--- src/rtl/core/brc_pkg.sv ---
`timescale 1ns / 1ps

package brc_pkg;

    // number of bisection steps on x(t) = sample
    localparam int BISECT_STEPS = 20;

    localparam int Q_W     = 17;              // unsigned Q1.16
    localparam int T_FRAC  = 24;              // t is Q1.24 (24 fraction bits)
    localparam int T_W     = T_FRAC + 1;      // holds 1.0 as well
    localparam int SQ_W    = 2 * T_W;
    localparam int PROD_W  = T_W + Q_W;
    localparam int SUM_W   = PROD_W + 1;
    localparam int IDX_W   = 3;

    localparam logic [Q_W-1:0] Q_ONE  = Q_W'(65536);
    localparam logic [Q_W-1:0] Q_HALF = Q_W'(32768);
    localparam logic [T_W-1:0] T_ONE  = T_W'(1) << T_FRAC;
    localparam logic [SUM_W-1:0] ROUND_HALF = SUM_W'(1) << (T_FRAC - 1);

    typedef enum logic [IDX_W-1:0] {
        CFG_START_Y      = 3'd0,
        CFG_LEFT_CTRL_X  = 3'd1,
        CFG_LEFT_CTRL_Y  = 3'd2,
        CFG_CENTER_Y     = 3'd3,
        CFG_RIGHT_CTRL_X = 3'd4,
        CFG_RIGHT_CTRL_Y = 3'd5,
        CFG_END_Y        = 3'd6
    } cfg_idx_t;

    // clamped curve controls
    typedef struct packed {
        logic [Q_W-1:0] lcx;
        logic [Q_W-1:0] rcx;
        logic [Q_W-1:0] sy;
        logic [Q_W-1:0] ly;
        logic [Q_W-1:0] cy;
        logic [Q_W-1:0] ry;
        logic [Q_W-1:0] ey;
    } ctrl_t;

    typedef struct packed {
        logic [Q_W-1:0] p0;
        logic [Q_W-1:0] p1;
        logic [Q_W-1:0] p2;
    } pts_t;

    // classified sample: seg set selects the right segment
    typedef struct packed {
        logic           seg;
        logic [Q_W-1:0] x;
    } front_item_t;

    // bisection interval in flight
    typedef struct packed {
        logic           seg;
        logic [Q_W-1:0] x;
        logic [T_W-1:0] low;
        logic [T_W-1:0] high;
    } bis_t;

    typedef struct packed {
        bis_t           b;
        logic [T_W-1:0] mid;
        logic [T_W-1:0] w0;
        logic [T_W-1:0] w1;
        logic [T_W-1:0] w2;
    } wgt_t;

    typedef struct packed {
        bis_t              b;
        logic [T_W-1:0]    mid;
        logic [PROD_W-1:0] pr0;
        logic [PROD_W-1:0] pr1;
        logic [PROD_W-1:0] pr2;
    } prd_t;

    function automatic pts_t x_pts(input ctrl_t c, input logic seg);
        pts_t p;
        if (seg)
        begin
            p.p0 = Q_HALF;
            p.p1 = c.rcx;
            p.p2 = Q_ONE;
        end
        else
        begin
            p.p0 = '0;
            p.p1 = c.lcx;
            p.p2 = Q_HALF;
        end
        return p;
    endfunction

    function automatic pts_t y_pts(input ctrl_t c, input logic seg);
        pts_t p;
        if (seg)
        begin
            p.p0 = c.cy;
            p.p1 = c.ry;
            p.p2 = c.ey;
        end
        else
        begin
            p.p0 = c.sy;
            p.p1 = c.ly;
            p.p2 = c.cy;
        end
        return p;
    endfunction

endpackage

--- src/rtl/core/brc_if.sv ---
`timescale 1ns / 1ps

interface brc_sample_if;
    import brc_pkg::*;
    logic           valid;
    logic           ready;
    logic [Q_W-1:0] sample_in;
    modport source (output valid, output sample_in, input ready);
    modport sink (input valid, input sample_in, output ready);
endinterface


--- src/rtl/core/brc_front.sv ---
`timescale 1ns / 1ps

module brc_front
    import brc_pkg::*;
(
    input  logic            clk,
    input  logic            rst_n,
    brc_sample_if.sink      sample,
    output logic            out_valid,
    input  logic            out_ready,
    output front_item_t     out_item
);

    logic        valid_reg, valid_next;
    front_item_t item_reg, item_next;
    logic [Q_W-1:0] x_clamped;

    assign sample.ready = !valid_reg || out_ready;
    assign out_valid    = valid_reg;
    assign out_item     = item_reg;

    always_comb
    begin
        // saturate to 1.0, then pick the segment
        x_clamped      = (sample.sample_in > Q_ONE) ? Q_ONE : sample.sample_in;
        item_next.x    = x_clamped;
        item_next.seg  = (x_clamped > Q_HALF);
        valid_next     = valid_reg;
        if (sample.ready)
        begin
            valid_next = sample.valid;
        end
    end

    always_ff @(posedge clk or negedge rst_n)
    begin
        if (!rst_n)
        begin
            valid_reg <= 1'b0;
        end
        else
        begin
            valid_reg <= valid_next;
        end
    end

    always_ff @(posedge clk)
    begin
        if (sample.valid && sample.ready)
        begin
            item_reg <= item_next;
        end
    end

endmodule

--- src/flat_wrapper.sv ---
// flat-port wrapper written by rule: the top's interface ports become plain ports
module brc_front_flat import brc_pkg::*;
  (clk, rst_n, out_valid, out_ready, out_item, sample_valid, sample_sample_in, sample_ready);
  brc_sample_if sample_i ();
  input  logic clk;
  input  logic rst_n;
  output logic out_valid;
  input  logic out_ready;
  output front_item_t out_item;
  input wire logic [$bits(sample_i.valid)-1:0] sample_valid;
  input wire logic [$bits(sample_i.sample_in)-1:0] sample_sample_in;
  output wire logic [$bits(sample_i.ready)-1:0] sample_ready;
  assign sample_i.valid = sample_valid;
  assign sample_i.sample_in = sample_sample_in;
  assign sample_ready = sample_i.ready;
  brc_front u_core (.clk(clk), .rst_n(rst_n), .sample(sample_i), .out_valid(out_valid), .out_ready(out_ready), .out_item(out_item));
endmodule
--- config.mk ---
export PLATFORM = sky130hd
export DESIGN_NAME = brc_front_flat
export DESIGN_NICKNAME = d
export VERILOG_FILES = /design/src/rtl/core/brc_pkg.sv /design/src/rtl/core/brc_if.sv /design/src/rtl/core/brc_front.sv /design/src/flat_wrapper.sv
export SDC_FILE = /design/constraint.sdc
export NUM_CORES = 1
export LEC_CHECK = 0
export ABC_AREA = 1
export ABC_CLOCK_PERIOD_IN_PS = 2080
export BUFFER_PORTS_ARGS = -buffer_cell sky130_fd_sc_hd__buf_2
export CAP_MARGIN = 10
export CORE_MARGIN = 2
export CORE_UTILIZATION = 45
export DETAILED_ROUTE_END_ITERATION = 10
export PLACE_DENSITY = 0.85
export SLEW_MARGIN = 5
export SYNTH_ARGS = -nofsm -noshare
export SYNTH_HDL_FRONTEND = slang
export SYNTH_SLANG_ARGS = --single-unit
--- constraint.sdc ---
create_clock -name clk -period 2.08 [get_ports clk]
set_input_delay 0 -clock clk [delete_from_list [all_inputs] [get_ports clk]]
set_output_delay 0 -clock clk [all_outputs]
set_load 0.02 [all_outputs]
# --- After elaboration in Yosys (flattened, before gate mapping) ---
# Index checks and enable logic that the tools add are counted.
word_totals:
  romBits: 0
  ff_bits: 19
  in_bits: 21
  out_inout_bits: 20
  latch_bits: 0
  wordCells: 9
  mem_bits_rw: 0
  mem_count: 0
classes:
  mul: 0
  n_addsub: 0
  div: 0
  shifts: 0
  n_bitwise: 0
  magnitude_cmp: 2
  n_eq_ne: 0
  reduce_logical: 3
  n_mux: 1
op_table:
  columns: ["operator", "count"]
  rows:
  - ["$gt A17 B16 Y1 const B", 1]
  - ["$gt A17 B17 Y1 const B", 1]
  - ["$mux W17", 1]
  - ["$logic_and A1 B1 Y1", 1]
  - ["$logic_not A1 Y1", 1]
  - ["$logic_or A1 B1 Y1", 1]

# --- Longest topological paths before layout ---
# Gate-level depths: netlist of run 1.
logic_depth:
  depth_word: 3
  mapped_depth: 9
  mapped_depth_nobuf: 9

# --- Worst setup path before layout of run 1 ---
# No wires, ideal clock.
synth_path:
  kind: "reg-to-reg"
  start: "register u_core.valid_reg, in the netlist u_core.out_valid"
  end: "register u_core.item_reg (netlist bit u_core.out_item[0]) (enable)"
  stages_incl_launch_ff: 2
  path_buffers: 0
  required_ns: 1.681
  synth_period_minus_slack_ns: 1.826
  setup_ns: 0.399
  slack_ns: 0.254
  t_arrival_ns: 1.427
  cell_sequence: "dfrtp_1 a21oi_1"
synth_via:
  elab_chain_cells: 3
synth_lines:
  columns: ["element", "line_no", "source"]
  rows:
  - ["from (decl)", "brc_front.sv:14", "logic valid_reg, valid_next;"]
  - ["from (signal assigned)", "brc_front.sv:43", "valid_reg <= valid_next;"]
  - ["$logic_not A1 Y1", "brc_front.sv:18", "assign sample.ready = !valid_reg || out_ready;"]
  - ["$logic_or A1 B1 Y1", "brc_front.sv:18", null]
  - ["$logic_and A1 B1 Y1", "brc_front.sv:49", "if (sample.valid && sample.ready)"]
  - ["to (signal assigned)", "brc_front.sv:51", "item_reg <= item_next;"]
  - ["to (decl)", "brc_front.sv:15", "front_item_t item_reg, item_next;"]
# No other way between the ends.
# A chain may end at the register's enable or synchronous reset.

# --- Final worst setup path of run 1 ---
layout_path:
  start: "register u_core.valid_reg, in the netlist u_core.out_valid"
  end: "register u_core.valid_reg, in the netlist u_core.out_valid"
layout_via:
  elab_chain_cells: 2
layout_lines:
  columns: ["element", "line_no"]
  rows:
  - ["$logic_not A1 Y1", "brc_front.sv:18"]
  - ["$logic_or A1 B1 Y1", "brc_front.sv:18"]
# No other way between the ends.

==> results of run 1 <==
## cell type report
type	count	area share, %
clock buffer	4	2.141
inverter	20	6.320
multi-input combinational	44	21.71
sequential	19	46.08
tap	27	2.752
timing repair buffer	46	21.00
## tightest hold or removal path, stage by stage
cell,delay (ns)
buf_2,0.11
nand2_1,0.05
nand2_1,0.05
## power breakdown
part	total [W]	switching (W)	leakage [nW]	internal (W)
sequential	0.000450	0.00000547	0.186	0.000444
clock	0.000177	0.000103	0.0150	0.0000746
combinational	0.000149	0.0000940	0.375	0.0000550
total	0.000776	0.000202	0.577	0.000574
## repair_timing
item / 4_1_cts / 5_1_grt
hold buffers: 5 / 0
hold endpoints to repair: 3 / 0
endpoints found under the setup margin: 0 / 0
## placed cells by master, fill, tap and decap left out
| cell | netlist | layout |
|---|---|---|
| a21oi_1 | 2 | 2 |
| buf_2 | 0 | 40 |
| buf_4 | 0 | 1 |
| clkbuf_1 | 1 | 1 |
| clkbuf_4 | 0 | 3 |
| dfrtp_1 | 1 | 1 |
| dlygate4sd3_1 | 0 | 5 |
| edfxtp_1 | 18 | 18 |
| inv_1 | 19 | 19 |
| inv_4 | 1 | 1 |
| nand2_1 | 11 | 11 |
| nand2_4 | 1 | 1 |
| nand3_1 | 1 | 1 |
| nor2_1 | 15 | 15 |
| nor2_2 | 2 | 2 |
| nor2_4 | 10 | 10 |
| o41ai_1 | 2 | 2 |
## routing by layer
layer,track usage (%),vias up,wire (um)
met1,16.90,329,681
met2,30.89,25,1022
met3,1.818,5,88
met5,0,-,0
li1,-,359,-
met4,9.722,0,43
## path summary, 6_finish.rpt
| check | from | end | slack (ns) | cells after the start |
|---|---|---|---|---|
| min reg2reg | u_core.out_valid$_DFFE_PN0N_ | u_core.out_item[7]$_DFFE_PP_ | 0.85 | 2 |
| min | sample_sample_in[15] | u_core.out_item[17]$_DFFE_PP_ | 0.02 | 3 |
| max in group asynchronous | rst_n | u_core.out_valid$_DFFE_PN0N_ | 1.42 | 3 |
| min in group asynchronous | rst_n | u_core.out_valid$_DFFE_PN0N_ | 0.56 | 3 |
| max | u_core.out_valid$_DFFE_PN0N_ | u_core.out_valid$_DFFE_PN0N_ | 0.80 | 3 |
| max reg2reg | u_core.out_valid$_DFFE_PN0N_ | u_core.out_valid$_DFFE_PN0N_ | 0.80 | 3 |
## kinds of logic (layout without fill, tap and decap cells)
kind of cell	after synthesis	after routing	share of synthesized area, %
compound gates	4	4	2.949
buf+inv	22	70	10.86
flops	19	19	60.59
simple gates	40	40	25.60
## metrics by stage
stage | area, um2 | instances | setup WS [ns] | util [%] | hold slack [ns]
CTS | 1227 | 160 | 0.8747 | 62.56 | 0.01717
floorplan | 933.4 | 85 | 0.2543 | - | -0.2956
global placement | 1151 | 151 | 1.002 | 58.67 | -0.2254
detailed placement | 1151 | 151 | 0.9778 | 58.67 | -0.2243
finish | 1227 | 160 | 0.7973 | 62.56 | 0.01987
global route | 1227 | 160 | 0.7575 | 62.56 | 0.03187
## sequential cells by signal, summed over array words and instances, names as in the netlist
register          count
u_core.out_valid      1
u_core.out_item      18
==> flow_summary.ini, run 1 <==
[status]
outcome = complete, no violations

[floorplan]
row_count = 16
die_area_mm2 = 0.002455
die_width_um = 49.55
die_height_um = 49.55
ios = 41
fp.coreArea_mm2 = 0.001962
initial_core_util_pct = 47.58

[pwr]
p_total_w = 0.0007760
leakage_nw = 0.5767
vdd_drop_max_v = 0.0003033
power_density_mw_per_mm2 = 632.2

[timing]
rsz0062_at_grt = no
finClkSkew_ns = 0.005056
fin_crit_ns = 1.283
setup_viol = 0
max-slew-margin-rel_pct = 78.25
worst_pin_slew_ns = 0.3221
slew_violations = 0
tns_ns = 0
fmax_ghz = 0.7796
finalHoldViolCount = 0
fin_crit_sh_pct = 61.67

[logic_synthesis]
synth_top_cell_area_share_pct = 57.91
synth_commonest_cells = inv_1 (19), edfxtp_1 (18), nor2_1 (15)
synth_area_per_cell_um2 = 10.98
synth-main-ff-cell = edfxtp_1
synth-seq-cells = 19
synth-seq-area-share_pct = 60.59
syn-num-nets = 106
synth-edff-count = 18
yosysMostFrequentCell = inv_1
synth_area_um2 = 933.4
ys_top_cells_by_area = edfxtp_1 (58%), nor2_4 (12%), inv_1 (7.6%)
async_flop_share_pct = 5.263
synth_cells = 85
yosysWarnings = 0
synth.distinct_cells = 14
yosysTopAreaCell = edfxtp_1

[worst_setup_path]
cp_common_cell = nand2_1
cp.arrival_ns = 1.45
cp_slowest_stage_delay_ns = 0.58
cp_cell_sequence = nand2_1, nand2_1, dlygate4sd3_1
cp_max_fo = 3
critPathKind = flop to flop
crit_buf_inv = 1
critPathSlowestCell = dlygate4sd3_1
cp-end-kind = flop
worst_path_dominant_cell_family = buffers and inverters
cp-start-kind = flop
worst_ep_required_time_ns = 2.25

[clocking]
tritoncts = built
cts_buffers = 3
post_cts_buffers = 0
root_buffer = clkbuf_4
cts_resized = 0
clk_path_buf_depth = 2
htreeDepth = 1
insertion_delay_ns = 0.29
cts.sinks = 19
path_clk_slew_ns = 0.09

[flow_run]
maxCapViolCount = 0

[drt]
route.detailed.drc = 0
viasPerCell = 4.488
dr.pass1.iters = 4
wl_um = 1834
vias = 718
ant_nets = 0
drt_first_iter_violations = 25
wl_per_cell_um = 11.46

[global_routing]
grt_max_degree = 19
grt_pass1_wl_um = 2918
track_usage_pct = 16.29
antenna_found_initial = 0
globalRouteOverflowTotal = 0
grt_pass1_vias = 673

[placed_design]
place_hpwl_um = 1318
place_congestion = 0.7242
port_buffers = 40

[layout]
final_layout_size_suffix_gt1_share_pct = 43.61
multi_input_area_um2 = 266.5
syn_to_final_growth_pct = 31.50
nNetsFinal = 155
seqCellArea_um2 = 565.5
nFillCells = 163
diodes = 0

[min_path]
worstHoldPathType = input pin to flop
(Power assumes the default switching activity.)
==> run 2: changes to the inputs <==
--- a/config.mk
+++ b/config.mk
@@ -6,7 +6,7 @@
 export NUM_CORES = 1
 export LEC_CHECK = 0
 export ABC_AREA = 1
-export ABC_CLOCK_PERIOD_IN_PS = 2080
+export ABC_CLOCK_PERIOD_IN_PS = 1290
 export BUFFER_PORTS_ARGS = -buffer_cell sky130_fd_sc_hd__buf_2
 export CAP_MARGIN = 10
 export CORE_MARGIN = 2
==> constraint.sdc (replaced) <==
create_clock -name clk -period 1.29 [get_ports clk]
set_input_delay 0 -clock clk [delete_from_list [all_inputs] [get_ports clk]]
set_output_delay 0 -clock clk [all_outputs]
set_load 0.02 [all_outputs]
==> run 2 against run 1 <==
Against the previous run: the flow now finishes with violations (negative hold slack); critical path depth is 1 lower; sequential power up 62%; via count did not move; cell area increased by 1.2%; worst setup slack got worse by 0.62 ns; non-clock buffer count is 1 lower; count of clock-buffer cells in the layout is 1 lower; maximum frequency grew 16%; largest cell class unchanged; highest routed layer unchanged.
==> flow_summary.ini, run 2 (synthesized netlist as in run 1, its figures left out) <==
[placed_design]
dpl_worst_slack_ns = 0.2077
place_congestion = 0.7344
postPlaceCellArea_mm2 = 0.001175
post-place-cells = 151
port_buffers = 40
place_hpwl_um = 1420

[timing]
max-slew-margin-rel_pct = 78.05
finalHoldViolCount = 1
setup_viol = 0
tns_ns = 0
finClkSkew_ns = 0.007456
fmax_ghz = 0.9005
fin_hold_ws_ns = -0.001166
fin_crit_ns = 1.110
worst_pin_slew_ns = 0.3292
rsz0062_at_grt = no
setup_slack_ns = 0.1795
fin_crit_sh_pct = 86.08
slew_violations = 0

[worst_setup_path]
cp.arrival_ns = 1.12
path_depth = 2
ff2ff_path_depth = 2
cp_slowest_stage_delay_ns = 0.45
cp-end-kind = flop
worst_path_dominant_cell_family = flip-flops
cp_max_fo = 18
startpoint = u_core.out_valid$_DFFE_PN0N_
cp-start-kind = flop
cp_cell_sequence = a21oi_4, buf_12
critPathKind = flop to flop
crit_buf_inv = 1
r2r_start = u_core.out_valid$_DFFE_PN0N_
critPathSlowestCell = dfrtp_1
worst_ep_required_time_ns = 1.30

[min_path]
holdPathStages = 4
worstHoldStart = out_ready
worstHoldPathType = input pin to flop

[drt]
ant_nets = 0
wl_per_cell_um = 11.97
vias = 718
route.detailed.drc = 0
drt_first_iter_violations = 15
viasPerCell = 4.516
dr.pass1.iters = 4
wl_um = 1903

[layout]
final_cell_mix = buf_2 (40), inv_1 (19), edfxtp_1 (18)
instances_no_fill = 159
nNetsFinal = 154
diodes = 0
syn_to_final_growth_pct = 33.11
final_layout_size_suffix_gt1_share_pct = 45.45
design_area_mm2 = 0.001242
nFillCells = 158
mostFrequentLayoutCell = buf_2
largest_reg_flops = 18

[pwr]
pwr-share-clk_pct = 22.9
vdd_drop_max_v = 0.0004598
power_density_mw_per_mm2 = 1017
pwr-share-comb_pct = 19.6
p_sw_share_pct = 26.81
leakage_nw = 0.5816
pwr-share-seq_pct = 57.5
p_sw_w = 0.0003387
p_int_w = 0.0009246

[global_routing]
grt_pass1_wl_um = 3167
antenna_found_initial = 0
grt_max_degree = 19
grt_pass1_vias = 753
globalRouteOverflowTotal = 0
track_usage_pct = 17.86

[status]
outcome = complete, but fails checks
violations = negative hold slack

[clocking]
insertion_delay_ns = 0.29
clk_path_buf_depth = 2
cts_buffers = 3
cts.sinks = 19
hold_buffers = 4
root_buffer = clkbuf_4
htreeDepth = 1
tritoncts = built
post_cts_buffers = 0
path_clk_slew_ns = 0.11
cts_resized = 0

[floorplan]
fp.coreArea_mm2 = 0.001962
die_width_um = 49.55
die_area_mm2 = 0.002455
initial_core_util_pct = 47.58
row_count = 16
ios = 41
die_height_um = 49.55

[flow_run]
maxCapViolCount = 0
## run 2: metrics by stage
| stage | util (%) | total power [W] | hold slack (ns) |
|---|---|---|---|
| after floorplan | - | 0.0008855 | -0.2956 |
| after global placement | 59.89 | 0.0009680 | -0.2254 |
| after detailed placement | 59.89 | 0.0009783 | -0.2240 |
| after CTS | 63.33 | 0.001272 | 0.002661 |
| after global routing | 63.33 | 0.001324 | 0.02918 |
| final | 63.33 | 0.001263 | -0.001166 |
## run 2: power groups by stage
| stage | clock, W | sequential [W] | combinational, W |
|---|---|---|---|
| after global routing | 0.000327 | 0.000730 | 0.000267 |
| after floorplan | 0 | 0.000787 | 0.0000980 |
| after detailed placement | 0 | 0.000741 | 0.000237 |
| after global placement | 0 | 0.000739 | 0.000229 |
| after CTS | 0.000296 | 0.000727 | 0.000249 |
| final | 0.000290 | 0.000727 | 0.000247 |
## run 2: worst paths after layout
path / slack (ns) / endpoint
worst max-delay path: 0.18 / u_core.out_item[2]$_DFFE_PP_
worst min-delay path: -0.001 / u_core.out_valid$_DFFE_PN0N_
worst max register to register: 0.18 / u_core.out_item[2]$_DFFE_PP_
worst min register to register: 0.61 / u_core.out_valid$_DFFE_PN0N_
max in group asynchronous: 0.65 / u_core.out_valid$_DFFE_PN0N_
min in group asynchronous: 0.53 / u_core.out_valid$_DFFE_PN0N_
## run 2: area by class of cell
cell class / count / area (um2) / area share [%]
clock inverter: 1 / 5.005 / 0.4028
sequential: 19 / 565.5 / 45.52
multi-input combinational: 44 / 277.8 / 22.36
tap: 27 / 33.78 / 2.719
inverter: 20 / 77.57 / 6.244
clock buffer: 3 / 22.52 / 1.813
timing repair buffer: 45 / 260.3 / 20.95
## run 2: metal layers
metal | up-vias | wire (um) | GRT usage (%) | share of wire (%)
met5 | - | 0 | 0 | 0
met4 | 0 | 44 | 10.19 | 2.3
met3 | 4 | 74 | 3.030 | 3.9
met2 | 25 | 1128 | 37.33 | 59
met1 | 332 | 656 | 14.94 | 34
li1 | 357 | - | - | -
## run 2: worst register-to-register path, stage by stage (launching register included)
cell and delay [ns]:
dfrtp_1 0.45, a21oi_4 0.20, buf_12 0.18
