$ cat src/rtl/core/brc_pkg.sv
`timescale 1ns / 1ps

package brc_pkg;

    // number of bisection steps on x(t) = sample
    localparam int BISECT_STEPS = 20;

    localparam int Q_W     = 17;              // unsigned Q1.16
    localparam int T_FRAC  = 24;              // t is Q1.24 (24 fraction bits)
    localparam int T_W     = T_FRAC + 1;      // holds 1.0 as well
    localparam int SQ_W    = 2 * T_W;
    localparam int PROD_W  = T_W + Q_W;
    localparam int SUM_W   = PROD_W + 1;
    localparam int IDX_W   = 3;

    localparam logic [Q_W-1:0] Q_ONE  = Q_W'(65536);
    localparam logic [Q_W-1:0] Q_HALF = Q_W'(32768);
    localparam logic [T_W-1:0] T_ONE  = T_W'(1) << T_FRAC;
    localparam logic [SUM_W-1:0] ROUND_HALF = SUM_W'(1) << (T_FRAC - 1);

    typedef enum logic [IDX_W-1:0] {
        CFG_START_Y      = 3'd0,
        CFG_LEFT_CTRL_X  = 3'd1,
        CFG_LEFT_CTRL_Y  = 3'd2,
        CFG_CENTER_Y     = 3'd3,
        CFG_RIGHT_CTRL_X = 3'd4,
        CFG_RIGHT_CTRL_Y = 3'd5,
        CFG_END_Y        = 3'd6
    } cfg_idx_t;

    // clamped curve controls
    typedef struct packed {
        logic [Q_W-1:0] lcx;
        logic [Q_W-1:0] rcx;
        logic [Q_W-1:0] sy;
        logic [Q_W-1:0] ly;
        logic [Q_W-1:0] cy;
        logic [Q_W-1:0] ry;
        logic [Q_W-1:0] ey;
    } ctrl_t;

    typedef struct packed {
        logic [Q_W-1:0] p0;
        logic [Q_W-1:0] p1;
        logic [Q_W-1:0] p2;
    } pts_t;

    // classified sample: seg set selects the right segment
    typedef struct packed {
        logic           seg;
        logic [Q_W-1:0] x;
    } front_item_t;

    // bisection interval in flight
    typedef struct packed {
        logic           seg;
        logic [Q_W-1:0] x;
        logic [T_W-1:0] low;
        logic [T_W-1:0] high;
    } bis_t;

    typedef struct packed {
        bis_t           b;
        logic [T_W-1:0] mid;
        logic [T_W-1:0] w0;
        logic [T_W-1:0] w1;
        logic [T_W-1:0] w2;
    } wgt_t;

    typedef struct packed {
        bis_t              b;
        logic [T_W-1:0]    mid;
        logic [PROD_W-1:0] pr0;
        logic [PROD_W-1:0] pr1;
        logic [PROD_W-1:0] pr2;
    } prd_t;

    function automatic pts_t x_pts(input ctrl_t c, input logic seg);
        pts_t p;
        if (seg)
        begin
            p.p0 = Q_HALF;
            p.p1 = c.rcx;
            p.p2 = Q_ONE;
        end
        else
        begin
            p.p0 = '0;
            p.p1 = c.lcx;
            p.p2 = Q_HALF;
        end
        return p;
    endfunction

    function automatic pts_t y_pts(input ctrl_t c, input logic seg);
        pts_t p;
        if (seg)
        begin
            p.p0 = c.cy;
            p.p1 = c.ry;
            p.p2 = c.ey;
        end
        else
        begin
            p.p0 = c.sy;
            p.p1 = c.ly;
            p.p2 = c.cy;
        end
        return p;
    endfunction

endpackage

$ cat src/rtl/core/brc_queue.sv
`timescale 1ns / 1ps

module brc_queue
    import brc_pkg::*;
(
    input  logic        clk,
    input  logic        rst_n,
    input  logic        in_valid,
    output logic        in_ready,
    input  front_item_t in_item,
    output logic        out_valid,
    input  logic        out_ready,
    output front_item_t out_item
);

    localparam int DEPTH = 4;
    localparam int PTR_W = $clog2(DEPTH);

    front_item_t      mem [0:DEPTH-1];
    logic [PTR_W-1:0] wr_ptr_reg, wr_ptr_next;
    logic [PTR_W-1:0] rd_ptr_reg, rd_ptr_next;
    logic [PTR_W:0]   count_reg, count_next;
    logic             push, pop;

    assign in_ready  = (count_reg != (PTR_W+1)'(DEPTH));
    assign out_valid = (count_reg != '0);
    assign out_item  = mem[rd_ptr_reg];
    assign push      = in_valid && in_ready;
    assign pop       = out_valid && out_ready;

    always_comb
    begin
        wr_ptr_next = push ? wr_ptr_reg + 1'b1 : wr_ptr_reg;
        rd_ptr_next = pop ? rd_ptr_reg + 1'b1 : rd_ptr_reg;
        count_next  = count_reg + (PTR_W+1)'(push) - (PTR_W+1)'(pop);
    end

    always_ff @(posedge clk or negedge rst_n)
    begin
        if (!rst_n)
        begin
            wr_ptr_reg <= '0;
            rd_ptr_reg <= '0;
            count_reg  <= '0;
        end
        else
        begin
            wr_ptr_reg <= wr_ptr_next;
            rd_ptr_reg <= rd_ptr_next;
            count_reg  <= count_next;
        end
    end

    always_ff @(posedge clk)
    begin
        if (push)
        begin
            mem[wr_ptr_reg] <= in_item;
        end
    end

endmodule

$ cat config.mk
export PLATFORM = sky130hd
export DESIGN_NAME = brc_queue
export DESIGN_NICKNAME = d
export VERILOG_FILES = /design/src/rtl/core/brc_pkg.sv /design/src/rtl/core/brc_queue.sv
export SDC_FILE = /design/constraint.sdc
export NUM_CORES = 1
export LEC_CHECK = 0
export BUFFER_PORTS_ARGS = -buffer_cell sky130_fd_sc_hd__buf_2
export CAP_MARGIN = 5
export CORE_ASPECT_RATIO = 0.6
export CORE_MARGIN = 2
export CORE_UTILIZATION = 35
export CTS_CLUSTER_SIZE = 8
export DETAILED_ROUTE_END_ITERATION = 6
export PLACE_DENSITY_LB_ADDON = 0.1
export SLEW_MARGIN = 0
export SYNTH_ARGS = -nofsm -noshare
export SYNTH_HDL_FRONTEND = slang
export SYNTH_SLANG_ARGS = --single-unit
$ cat constraint.sdc
create_clock -name clk -period 1.9 [get_ports clk]
set_input_delay 0.19 -clock clk [delete_from_list [all_inputs] [get_ports clk]]
set_output_delay 0.19 -clock clk [all_outputs]
set_load 0.05 [all_outputs]
# Word level (Yosys, flattened, before mapping)
# Memories as Yosys holds them, arrays and structs flattened.
# Cells that the tools add are included.
[word_totals]
regBits = 7
ramBits = 72
wordCells = 14
n_memories = 1
[memory_table]
columns = ["memory", "depth", "word_bits", "rd", "rd_ports_with_merged_regs", "wr", "line", "source"]
rows = [
  ["mem", 4, 18, 1, 0, 1, "brc_queue.sv:19", "front_item_t mem [0:DEPTH-1];"],
]
[op_classes]
n_addsub = 4
eq_ne = 1
mux = 2
reduce_logical = 3
[op_table]
columns = ["operator", "count"]
rows = [
  ["adder 2 x 1 -> 2 bit (second input constant)", 2],
  ["adder 3 x 1 -> 3 bit", 1],
  ["!= test 3 bit (second input constant)", 1],
  ["nonzero test 3 bit", 1],
  ["subtractor 3 x 1 -> 3 bit", 1],
  ["logical AND 1 bit", 2],
  ["2-to-1 mux 1 bit", 2],
]

# Depth between registers and ports, before layout
# Gate-level depths: netlist of the first run.
[depth]
depth_word = 4
ltp_mapped = 9
ltp_nobuf = 9

# Worst setup path after synthesis of the first run
# No wires, ideal clock.
[synth_timing]
kind = "register to register"
from = "register count_reg[1]"
to = "register count_reg[2]"
t_arrival_ns = 1.939
setup_slack_ns = -0.170
stages_incl_launch_ff = 10
path_buffers = 0
period_less_slack_ns = 2.070
path_cell_list = "dfrtp_1 -> nor3b_4 -> nand2b_1 -> ha_1 -> inv_1 -> ha_1 -> inv_1 -> fa_1 -> xnor2_1 -> xnor2_1"
[synth_between]
elab_chain_cells = 4
word_cells_on_any_way = 6
[synth_lines]
columns = ["element", "line", "source"]
rows = [
  ["start, declared", "brc_queue.sv:22", "logic [PTR_W:0] count_reg, count_next;"],
  ["start signal, assigned", "brc_queue.sv:50", "count_reg <= count_next;"],
  ["!= test 3 bit", "brc_queue.sv:25", "assign in_ready = (count_reg != (PTR_W+1)'(DEPTH));"],
  ["logical AND 1 bit", "brc_queue.sv:28", "assign push = in_valid && in_ready;"],
  ["adder 3 x 1 -> 3 bit", "brc_queue.sv:35", "count_next = count_reg + (PTR_W+1)'(push) - (PTR_W+1)'(pop);"],
  ["subtractor 3 x 1 -> 3 bit (*)", "brc_queue.sv:35", ""],
  ["named net count_next[2]", "brc_queue.sv:22", ""],
]
# The timed path passes the listed nets; every way through them passes the cells marked *.
# A chain may end at the register's enable or synchronous reset.

# Final worst setup path of the first run
# Same ends and word-level chain as after synthesis.

==> results.py, run 1 <==
metrics = {
    "die": {
        "die_area_mm2": 0.009574,
        "die_w_um": 125.0,
        "initial_core_util_pct": 36.07,
        "rows": 26,
        "ios": 42,
        "chipHeight_um": 76.60,
        "core_area_mm2": 0.008523,
    },
    "final_layout": {
        "largest_reg_flops": 72,
        "area_delta_synth_final_pct": 25.97,
        "most-common-layout-cells": "edfxtp_1, buf_2, mux4_2",
        "fillers": 746,
        "final_common_cell": "edfxtp_1",
        "drive_gt1_share_pct": 46.80,
        "final_util_pct": 45.43,
        "antenna_cells": 0,
        "nets": 227,
        "fin_area_mm2": 0.003872,
    },
    "logic_synthesis": {
        "synth-simple-area-share_pct": 3.622,
        "syn-cell-area_mm2": 0.003074,
        "synth_area_per_cell_um2": 22.77,
        "yosysWarnings": 0,
        "synthCells": 135,
        "ys_seq_elements": 79,
        "syn_nets": 164,
        "synth_compound_area_share_pct": 1.058,
        "seq_area_frac_synth_pct": 76.03,
        "synth_top_family_by_area": "multiplexers",
        "synthMuxAreaShare_pct": 13.19,
        "synth_xor_area_share_pct": 1.140,
        "synth_cell_types": 20,
        "synth_adder_area_share_pct": 3.093,
    },
    "drt": {
        "topRoutingLayerUsed": "met4",
        "via_per_inst": 4.759,
        "drt_wl_total_mm": 5.492,
        "drt_iter0_markers": 76,
        "drc": 0,
        "wl_per_cell_um": 17.43,
        "dr_total_vias": 1499,
        "wl_met1_mm": 2.312,
        "drtAntennaViolNets": 0,
        "firstDrtPassIters": 4,
        "route.met3.wl_um": 329,
        "wl_met2_mm": 2.808,
    },
    "worst_setup_path": {
        "r2r_end": "count_reg[2]",
        "critPathMostFrequentCell": "ha_4",
        "crit_path_end_kind": "flop",
        "crit_required_ps": 2110,
        "cp_cell_sequence": "nor3b_4 -> nand2b_4 -> ha_4 -> inv_4 -> ha_4 -> inv_2 -> fa_2 -> xnor2_2 -> xnor2_1",
        "crit_family": "adder cells",
        "cpPeakStageDelay_ps": 430,
        "cp.arrival_ps": 2190,
        "cp-start-kind": "flop",
        "rrSetupSlack_ps": -80,
        "crit_buf_inv": 2,
        "cpMaxStageDelayCell": "dfrtp_2",
        "cp_max_fo": 3,
        "reg2reg_depth": 9,
        "worst-setup-path-type": "flop to flop",
        "r2r_start": "count_reg[1]",
    },
    "place": {
        "gp_congestion": 0.6865,
        "portBuffers": 41,
        "placed_area_mm2": 0.003550,
        "hpwl_mm": 3.641,
    },
    "sta": {
        "fmax_mhz": 505.8,
        "holdWs_ps": 77.45,
        "relSlewSlack_pct": 79.39,
        "hold_viol": 0,
        "finalSetupTns_ps": -77.04,
        "setup_ws_ps": -76.89,
        "tightest_slew_ps": 304.3,
        "drv_slew": 0,
        "grt_setup_unrepaired": "yes",
        "finClkSkew_ps": 5.723,
        "period_share_pct": 104.0,
        "setup_viol": 2,
        "layout_min_cycle_time_ps": 1977,
    },
    "clock_network": {
        "cts.clk_slew.worst_paths_ps": 60,
        "cts.sinks": 79,
        "cts.path.max_buffers": 2,
        "numCtsBuffers": 9,
        "htree_num_levels": 3,
        "cts_tree": "built",
        "clk_latency_ps": 330,
        "clock-root-buffer": "clkbuf_16",
    },
    "run": {
        "cap_violations": 0,
    },
    "pwr": {
        "irDropWorstVdd_uv": 658.6,
        "power_density_mw_per_mm2": 1788,
        "leakage_uw": 0.001378,
    },
    "global_route": {
        "grt_max_degree": 19,
        "antenna_found_initial": 0,
        "grt_pass1_wl_mm": 8.866,
        "overflow": 0,
        "grt_usage_pct": 12.69,
        "grt_pass1_vias": 1655,
    },
    "min_path": {
        "hold_class": "input pin to flop",
        "hold_end": "mem[1][17]",
        "min_path_cells": 1,
        "hold_start": "in_item[17]",
    },
    "status": {
        "violations": "setup timing",
        "status": "complete, but fails checks",
    },
}
==> report_power, final <==
part | switching, µW | leakage [µW] | internal [µW]
sequential | 145 | 0.000740 | 2320
combinational | 1880 | 0.000515 | 1120
clock | 597 | 0.000122 | 862
==> worst max-delay path by stage <==
stage	startpoint	endpoint	slack [ps]	cells after the start
6_report	count_reg[1]	count_reg[2]	-80	9
5_1_grt	count_reg[1]	count_reg[2]	-140	9
4_1_cts	count_reg[0]	count_reg[2]	-180	8
3_5_place_dp	count_reg[1]	count_reg[2]	-170	8
3_3_place_gp	count_reg[1]	count_reg[2]	-30	8
2_1_floorplan	count_reg[1]	count_reg[2]	-90	9
==> through the flow <==
step,worst slack (ps),power (µW),cells
after floorplan,-87.68,4573,135
after global placement,-34.02,5316,297
after detailed placement,-174.8,5425,297
after CTS,-183.7,6941,314
after global routing,-144.0,7268,315
final,-76.89,6925,315
==> kinds of logic (layout without fill, tap and decap cells) <==
family                     Yosys count  after routing
DFF                                 79             79
adders and majority gates            7              7
buffers and inverters               10             78
AOI/OAI and AO/OA                    4              4
muxes                               18             18
xor gates and xnor gates             4              4
and+or+nand+nor                     13             13
==> layout make-up <==
cell class                      count  area, µm²  area share [%]
Multi-Input combinational cell     46      721.9           18.64
Clock buffer                       10      229.0           5.913
Clock inverter                      6      27.53          0.7108
Sequential cell                    79       2340           60.42
Tap cell                          112      140.1           3.619
Timing Repair Buffer               56      389.1           10.05
Inverter                            6      25.02          0.6462
==> cells in the mapped netlist (all sizes together) <==
| cell | n | area [µm²] |
|---|---|---|
| o211ai | 2 | 15.01 |
| xnor2 | 3 | 26.28 |
| mux4 | 18 | 405.4 |
| edfxtp | 72 | 2162 |
| buf | 4 | 35.03 |
| nand2b | 4 | 25.02 |
| dfrtp | 7 | 175.2 |
| ha | 6 | 75.07 |
| nand2 | 1 | 3.750 |
| nand4bb | 2 | 22.52 |
| fa | 1 | 20.02 |
| o311ai | 1 | 8.760 |
| nor3b | 1 | 18.77 |
| o31a | 1 | 8.760 |
| xor2 | 1 | 8.760 |
| or3 | 1 | 6.260 |
| inv | 6 | 22.52 |
| and3b | 4 | 35.03 |
==> metal layers <==
layer  GRT usage, %  vias up
met4          3.667        0
met3          6.110        7
li1               -      680
met2          20.92       35
met1          14.89      777
met5              0        -
==> timing repair <==
item | CTS | global route
setup endpoints to repair | 2 | 15
hold endpoints to repair | 7 | 0
hold buffers | 1 | 0
setup buffers | 0 | 1
gates resized for setup | 1 | 10
pin swaps | 1 | 3
(Power assumes the default switching activity.)
==> inputs of run 2 (changes only) <==
clock period = 2.6 ns   (was 1.9 ns; I/O delays follow)
==> run 2 against run 1 <==
Compared with the run above: the run now ends clean; first-iteration DRC count grew 41%; wire length shrank 0.84%; flip-flop and latch count is the same; global-route usage shrank 0.20 points.
==> results.py, run 2 (synthesis gave the netlist of run 1 again) <==
metrics = {
    "status": {
        "status": "finished clean",
    },
    "pwr": {
        "irDropWorstVdd_uv": 514.6,
        "combPwrFrac_pct": 37.1,
        "power_density_mw_per_mm2": 1340,
        "clockPowerShare_pct": 25.4,
        "power.internal_uw": 3137,
        "netSwitchingFraction_pct": 37.06,
        "power_switching_uw": 1847,
        "leakage_uw": 0.001327,
        "p_seq_share_pct": 37.5,
    },
    "worst_setup_path": {
        "cp.arrival_ps": 2510,
        "r2r_end": "count_reg[2]",
        "crit_required_ps": 2800,
        "crit_path_end": "count_reg[2]",
        "cp-start-kind": "flop",
        "crit_path_end_kind": "flop",
        "rrSetupSlack_ps": 280,
        "cpPeakStageDelay_ps": 510,
        "cp_max_fo": 8,
        "crit_start": "count_reg[1]",
        "cpMaxStageDelayCell": "dfrtp_1",
        "worst-setup-path-type": "flop to flop",
        "r2r_start": "count_reg[1]",
        "reg2reg_depth": 9,
        "cp_cell_sequence": "nor3b_4 -> nand2b_1 -> ha_1 -> inv_1 -> ha_1 -> inv_1 -> fa_1 -> xnor2_1 -> xnor2_1",
    },
    "clock_network": {
        "cts.sinks": 79,
        "cts.clk_slew.worst_paths_ps": 50,
        "numCtsBuffers": 9,
        "clock-root-buffer": "clkbuf_16",
        "cts.path.max_buffers": 2,
        "cts_tree": "built",
        "cts_setup_buffers": 0,
        "clk_latency_ps": 320,
        "ctsResizeCount": 0,
        "cts_hold_buf": 1,
        "htree_num_levels": 3,
    },
    "place": {
        "hpwl_mm": 3.539,
        "place_inst": 287,
        "portBuffers": 41,
        "gp_congestion": 0.6894,
    },
    "drt": {
        "firstDrtPassIters": 7,
        "dr_total_vias": 1434,
        "wl_per_cell_um": 17.97,
        "drt_iter0_markers": 107,
        "drt_wl_total_mm": 5.446,
        "drc": 0,
        "drtAntennaViolNets": 0,
        "via_per_inst": 4.733,
    },
    "global_route": {
        "overflow": 0,
        "grt_pass1_wl_mm": 8.700,
        "grt_usage_pct": 12.50,
        "grt_pass1_vias": 1578,
        "antenna_found_initial": 0,
        "grt_max_degree": 19,
    },
    "die": {
        "ios": 42,
        "die_area_mm2": 0.009574,
        "core_area_mm2": 0.008523,
        "rows": 26,
        "chipHeight_um": 76.60,
        "initial_core_util_pct": 36.07,
        "die_w_um": 125.0,
    },
    "run": {
        "cap_violations": 0,
    },
    "final_layout": {
        "largest_reg_flops": 72,
        "antenna_cells": 0,
        "drive_gt1_share_pct": 39.79,
        "layout.cells.non_filler": 303,
        "fillers": 760,
        "nets": 216,
        "final_common_cell": "edfxtp_1",
        "area_delta_synth_final_pct": 21.00,
        "most-common-layout-cells": "edfxtp_1, buf_2, mux4_2",
        "final_util_pct": 43.64,
    },
    "sta": {
        "drv_slew": 0,
        "grt_setup_unrepaired": "no",
        "relSlewSlack_pct": 32.65,
        "period_share_pct": 89.04,
        "fmax_mhz": 431.9,
        "hold_viol": 0,
        "finalSetupTns_ps": 0,
        "finClkSkew_ps": 4.456,
        "setup_viol": 0,
        "tightest_slew_ps": 1010,
        "layout_min_cycle_time_ps": 2315,
        "holdWs_ps": 148.1,
    },
    "min_path": {
        "hold_class": "input pin to flop",
    },
}
## run 2: changes by cell type in the layout (fill, tap and decap cells not counted), moves of 3 or more
cell / delta
buf_12: -5
buf_4: -5
clkinv_1: -3
inv_1: +3
## run 2: layout make-up
type | instances | area [µm²] | share of cell area, %
clock inverter | 5 | 73.82 | 1.985
timing repair buffer | 45 | 237.7 | 6.391
sequential | 79 | 2337 | 62.83
clock buffer | 10 | 229.0 | 6.155
tap | 112 | 140.1 | 3.767
inverter | 6 | 22.52 | 0.6054
multi-input combinational | 46 | 679.4 | 18.26
## run 2: per-layer routing
metal	GRT usage [%]	vias to the layer above	share of wire, %
met4	4.000	0	0.79
met2	19.29	35	48
li1	-	654	-
met5	0	-	0
met3	5.899	4	5.9
met1	15.70	741	46
## run 2: per-stage QoR
step,worst slack (ps),power (µW),cell area [µm²]
after detailed placement,295.8,3785,3407
final,284.9,4983,3720
after global routing,106.6,5234,3720
after floorplan,530.0,3335,3074
after CTS,282.7,5069,3720
after global placement,453.0,3725,3407
## run 2: critical path, delay by kind of cell (launching register included)
| family | cells | cell delay (ps) |
|---|---|---|
| xor gates and xnor gates | 2 | 290 |
| adders and majority gates | 3 | 720 |
| buffers and inverters | 2 | 110 |
| DFF | 1 | 510 |
| and+or+nand+nor | 2 | 560 |
## run 2: power by group through the flow
stage	clock, µW	combinational [µW]	sequential (µW)
floorplan	0	1520	1810
global placement	0	1860	1870
detailed placement	0	1890	1900
CTS	1310	1890	1870
global route	1360	1980	1900
finish	1270	1850	1870
## run 2: worst min-delay path by stage
stage	from	end	slack [ps]	cells after the start
after floorplan	rst_n	count_reg[0]	-40	0
after global placement	rst_n	wr_ptr_reg[1]	100	1
after detailed placement	rst_n	wr_ptr_reg[1]	110	1
after CTS	in_item[3]	mem[0][3]	130	1
after global routing	in_item[0]	mem[3][0]	140	1
final	in_item[3]	mem[0][3]	150	1
==> inputs of run 3 (changes only) <==
CORE_ASPECT_RATIO = unset   (was 0.6)
CORE_UTILIZATION = 50   (was 35)
==> run 3 against run 2 <==
Compared with the run above: clock power decreased by 42%; design area shrank 5.1%; wire length shrank 8.3%; sequential power barely moved; global-route usage is 4.1 points higher; flip-flop and latch count did not move; sequential share of layout area rose by 3.4 points; count of clock-buffer cells in the layout rose by 1; core utilization rose by 16 points; critical path type unchanged; clock skew up 8.3 ps; via count shrank 1.6%; largest cell class unchanged; critical path depth stayed put.
==> results.py, run 3 (synthesis gave the netlist of run 1 again) <==
metrics = {
    "die": {
        "initial_core_util_pct": 51.92,
        "chipHeight_um": 82.41,
        "rows": 28,
        "die_area_mm2": 0.006791,
        "ios": 42,
        "die_w_um": 82.41,
        "core_area_mm2": 0.005921,
    },
    "clock_network": {
        "cts.sinks": 79,
        "cts.clk_slew.worst_paths_ps": 80,
        "htree_num_levels": 3,
        "cts_tree": "built",
        "cts.path.max_buffers": 2,
        "clk_latency_ps": 330,
        "numCtsBuffers": 9,
        "clock-root-buffer": "clkbuf_8",
        "cts_setup_buffers": 0,
    },
    "drt": {
        "dr_total_vias": 1411,
        "firstDrtPassIters": 4,
        "wl_per_cell_um": 18.70,
        "drt_iter0_markers": 105,
        "drtAntennaViolNets": 0,
        "via_per_inst": 5.285,
        "drc": 0,
        "drt_wl_total_mm": 4.993,
    },
    "final_layout": {
        "final_common_cell": "edfxtp_1",
        "drive_gt1_share_pct": 40.10,
        "largest_reg_flops": 72,
        "antenna_cells": 0,
        "nets": 216,
        "fillers": 472,
        "most-common-layout-cells": "edfxtp_1, buf_2, mux4_2",
        "layout.cells.non_filler": 267,
        "fin_area_mm2": 0.003530,
        "area_delta_synth_final_pct": 14.81,
    },
    "worst_setup_path": {
        "worst-setup-path-type": "flop to flop",
        "cp_max_fo": 8,
        "crit_required_ps": 2850,
        "cp-start-kind": "flop",
        "crit_path_end_kind": "flop",
        "cp.arrival_ps": 2550,
    },
    "global_route": {
        "grt_max_degree": 19,
        "overflow": 0,
        "grt_pass1_wl_mm": 7.714,
        "antenna_found_initial": 0,
        "grt_usage_pct": 16.61,
        "grt_pass1_vias": 1491,
    },
    "sta": {
        "finalSetupTns_ps": 0,
        "tightest_slew_ps": 986.5,
        "hold_viol": 0,
        "grt_setup_unrepaired": "no",
        "finClkSkew_ps": 12.78,
        "fmax_mhz": 434.1,
        "setup_ws_ps": 296.2,
        "period_share_pct": 88.61,
        "setup_viol": 0,
        "drv_slew": 0,
        "layout_min_cycle_time_ps": 2304,
        "relSlewSlack_pct": 34.23,
    },
    "place": {
        "gp_congestion": 0.7164,
        "place_inst": 250,
        "place_ws_ps": 306.5,
        "portBuffers": 41,
        "placed_area_mm2": 0.003361,
        "hpwl_mm": 3.112,
    },
    "status": {
        "status": "finished clean",
    },
    "pwr": {
        "power_density_mw_per_mm2": 1256,
        "power_uw": 4433,
        "irDropWorstVdd_uv": 739.1,
        "leakage_uw": 0.001260,
    },
    "run": {
        "cap_violations": 0,
    },
    "min_path": {
        "hold_class": "input pin to flop",
    },
}
[run 3: through the flow]
stage	utilization [%]	hold WS (ps)
after global placement	56.76	98.86
after global routing	59.62	122.5
after detailed placement	56.76	108.3
final	59.62	137.1
after CTS	59.62	121.3
after floorplan	-	-35.59
[run 3: final timing paths]
path	start	end	slack [ps]	depth (start not counted)
worst max-delay path	count_reg[1]	count_reg[2]	300	9
max in group asynchronous	rst_n	rd_ptr_reg[0]	2150	2
worst max register to register	count_reg[1]	count_reg[2]	300	9
worst min-delay path	in_item[5]	mem[3][5]	140	1
worst min register to register	rd_ptr_reg[1]	rd_ptr_reg[1]	480	1
min in group asynchronous	rst_n	count_reg[2]	290	2
[run 3: worst max-delay path, cell delays in order, from the launching register on]
cell	delay, ps
dfrtp_1	490
nor3b_4	360
nand2b_1	170
ha_1	230
inv_1	60
ha_1	130
inv_1	50
fa_1	380
xnor2_1	210
xnor2_1	150
[run 3: timing repair]
item,4_1_cts,5_1_grt
resized for setup,0,0
hold buffers,1,0
hold endpoints to repair,7,0
[run 3: layer usage]
layer	vias up	GRT usage [%]	routed length, µm	share of wire, %
met4	0	7.667	56	1.1
met1	721	20.48	2067	41
met3	6	4.022	223	4.5
met2	31	27.82	2646	53
met5	-	0	0	0
li1	653	-	-	-
[run 3: power by group]
part / switching [µW] / internal [µW]
Clock: 399 / 341
Combinational: 1230 / 610
Sequential: 156 / 1700
Total: 1790 / 2650
[run 3: final cells by class]
class,count,area (µm²),area share (%)
Inverter,6,22.52,0.6381
Multi-Input combinational cell,46,679.4,19.25
Sequential cell,79,2337,66.22
Clock buffer,11,131.4,3.722
Timing Repair Buffer,45,237.7,6.735
Tap cell,75,93.84,2.659
Clock inverter,5,27.53,0.7799
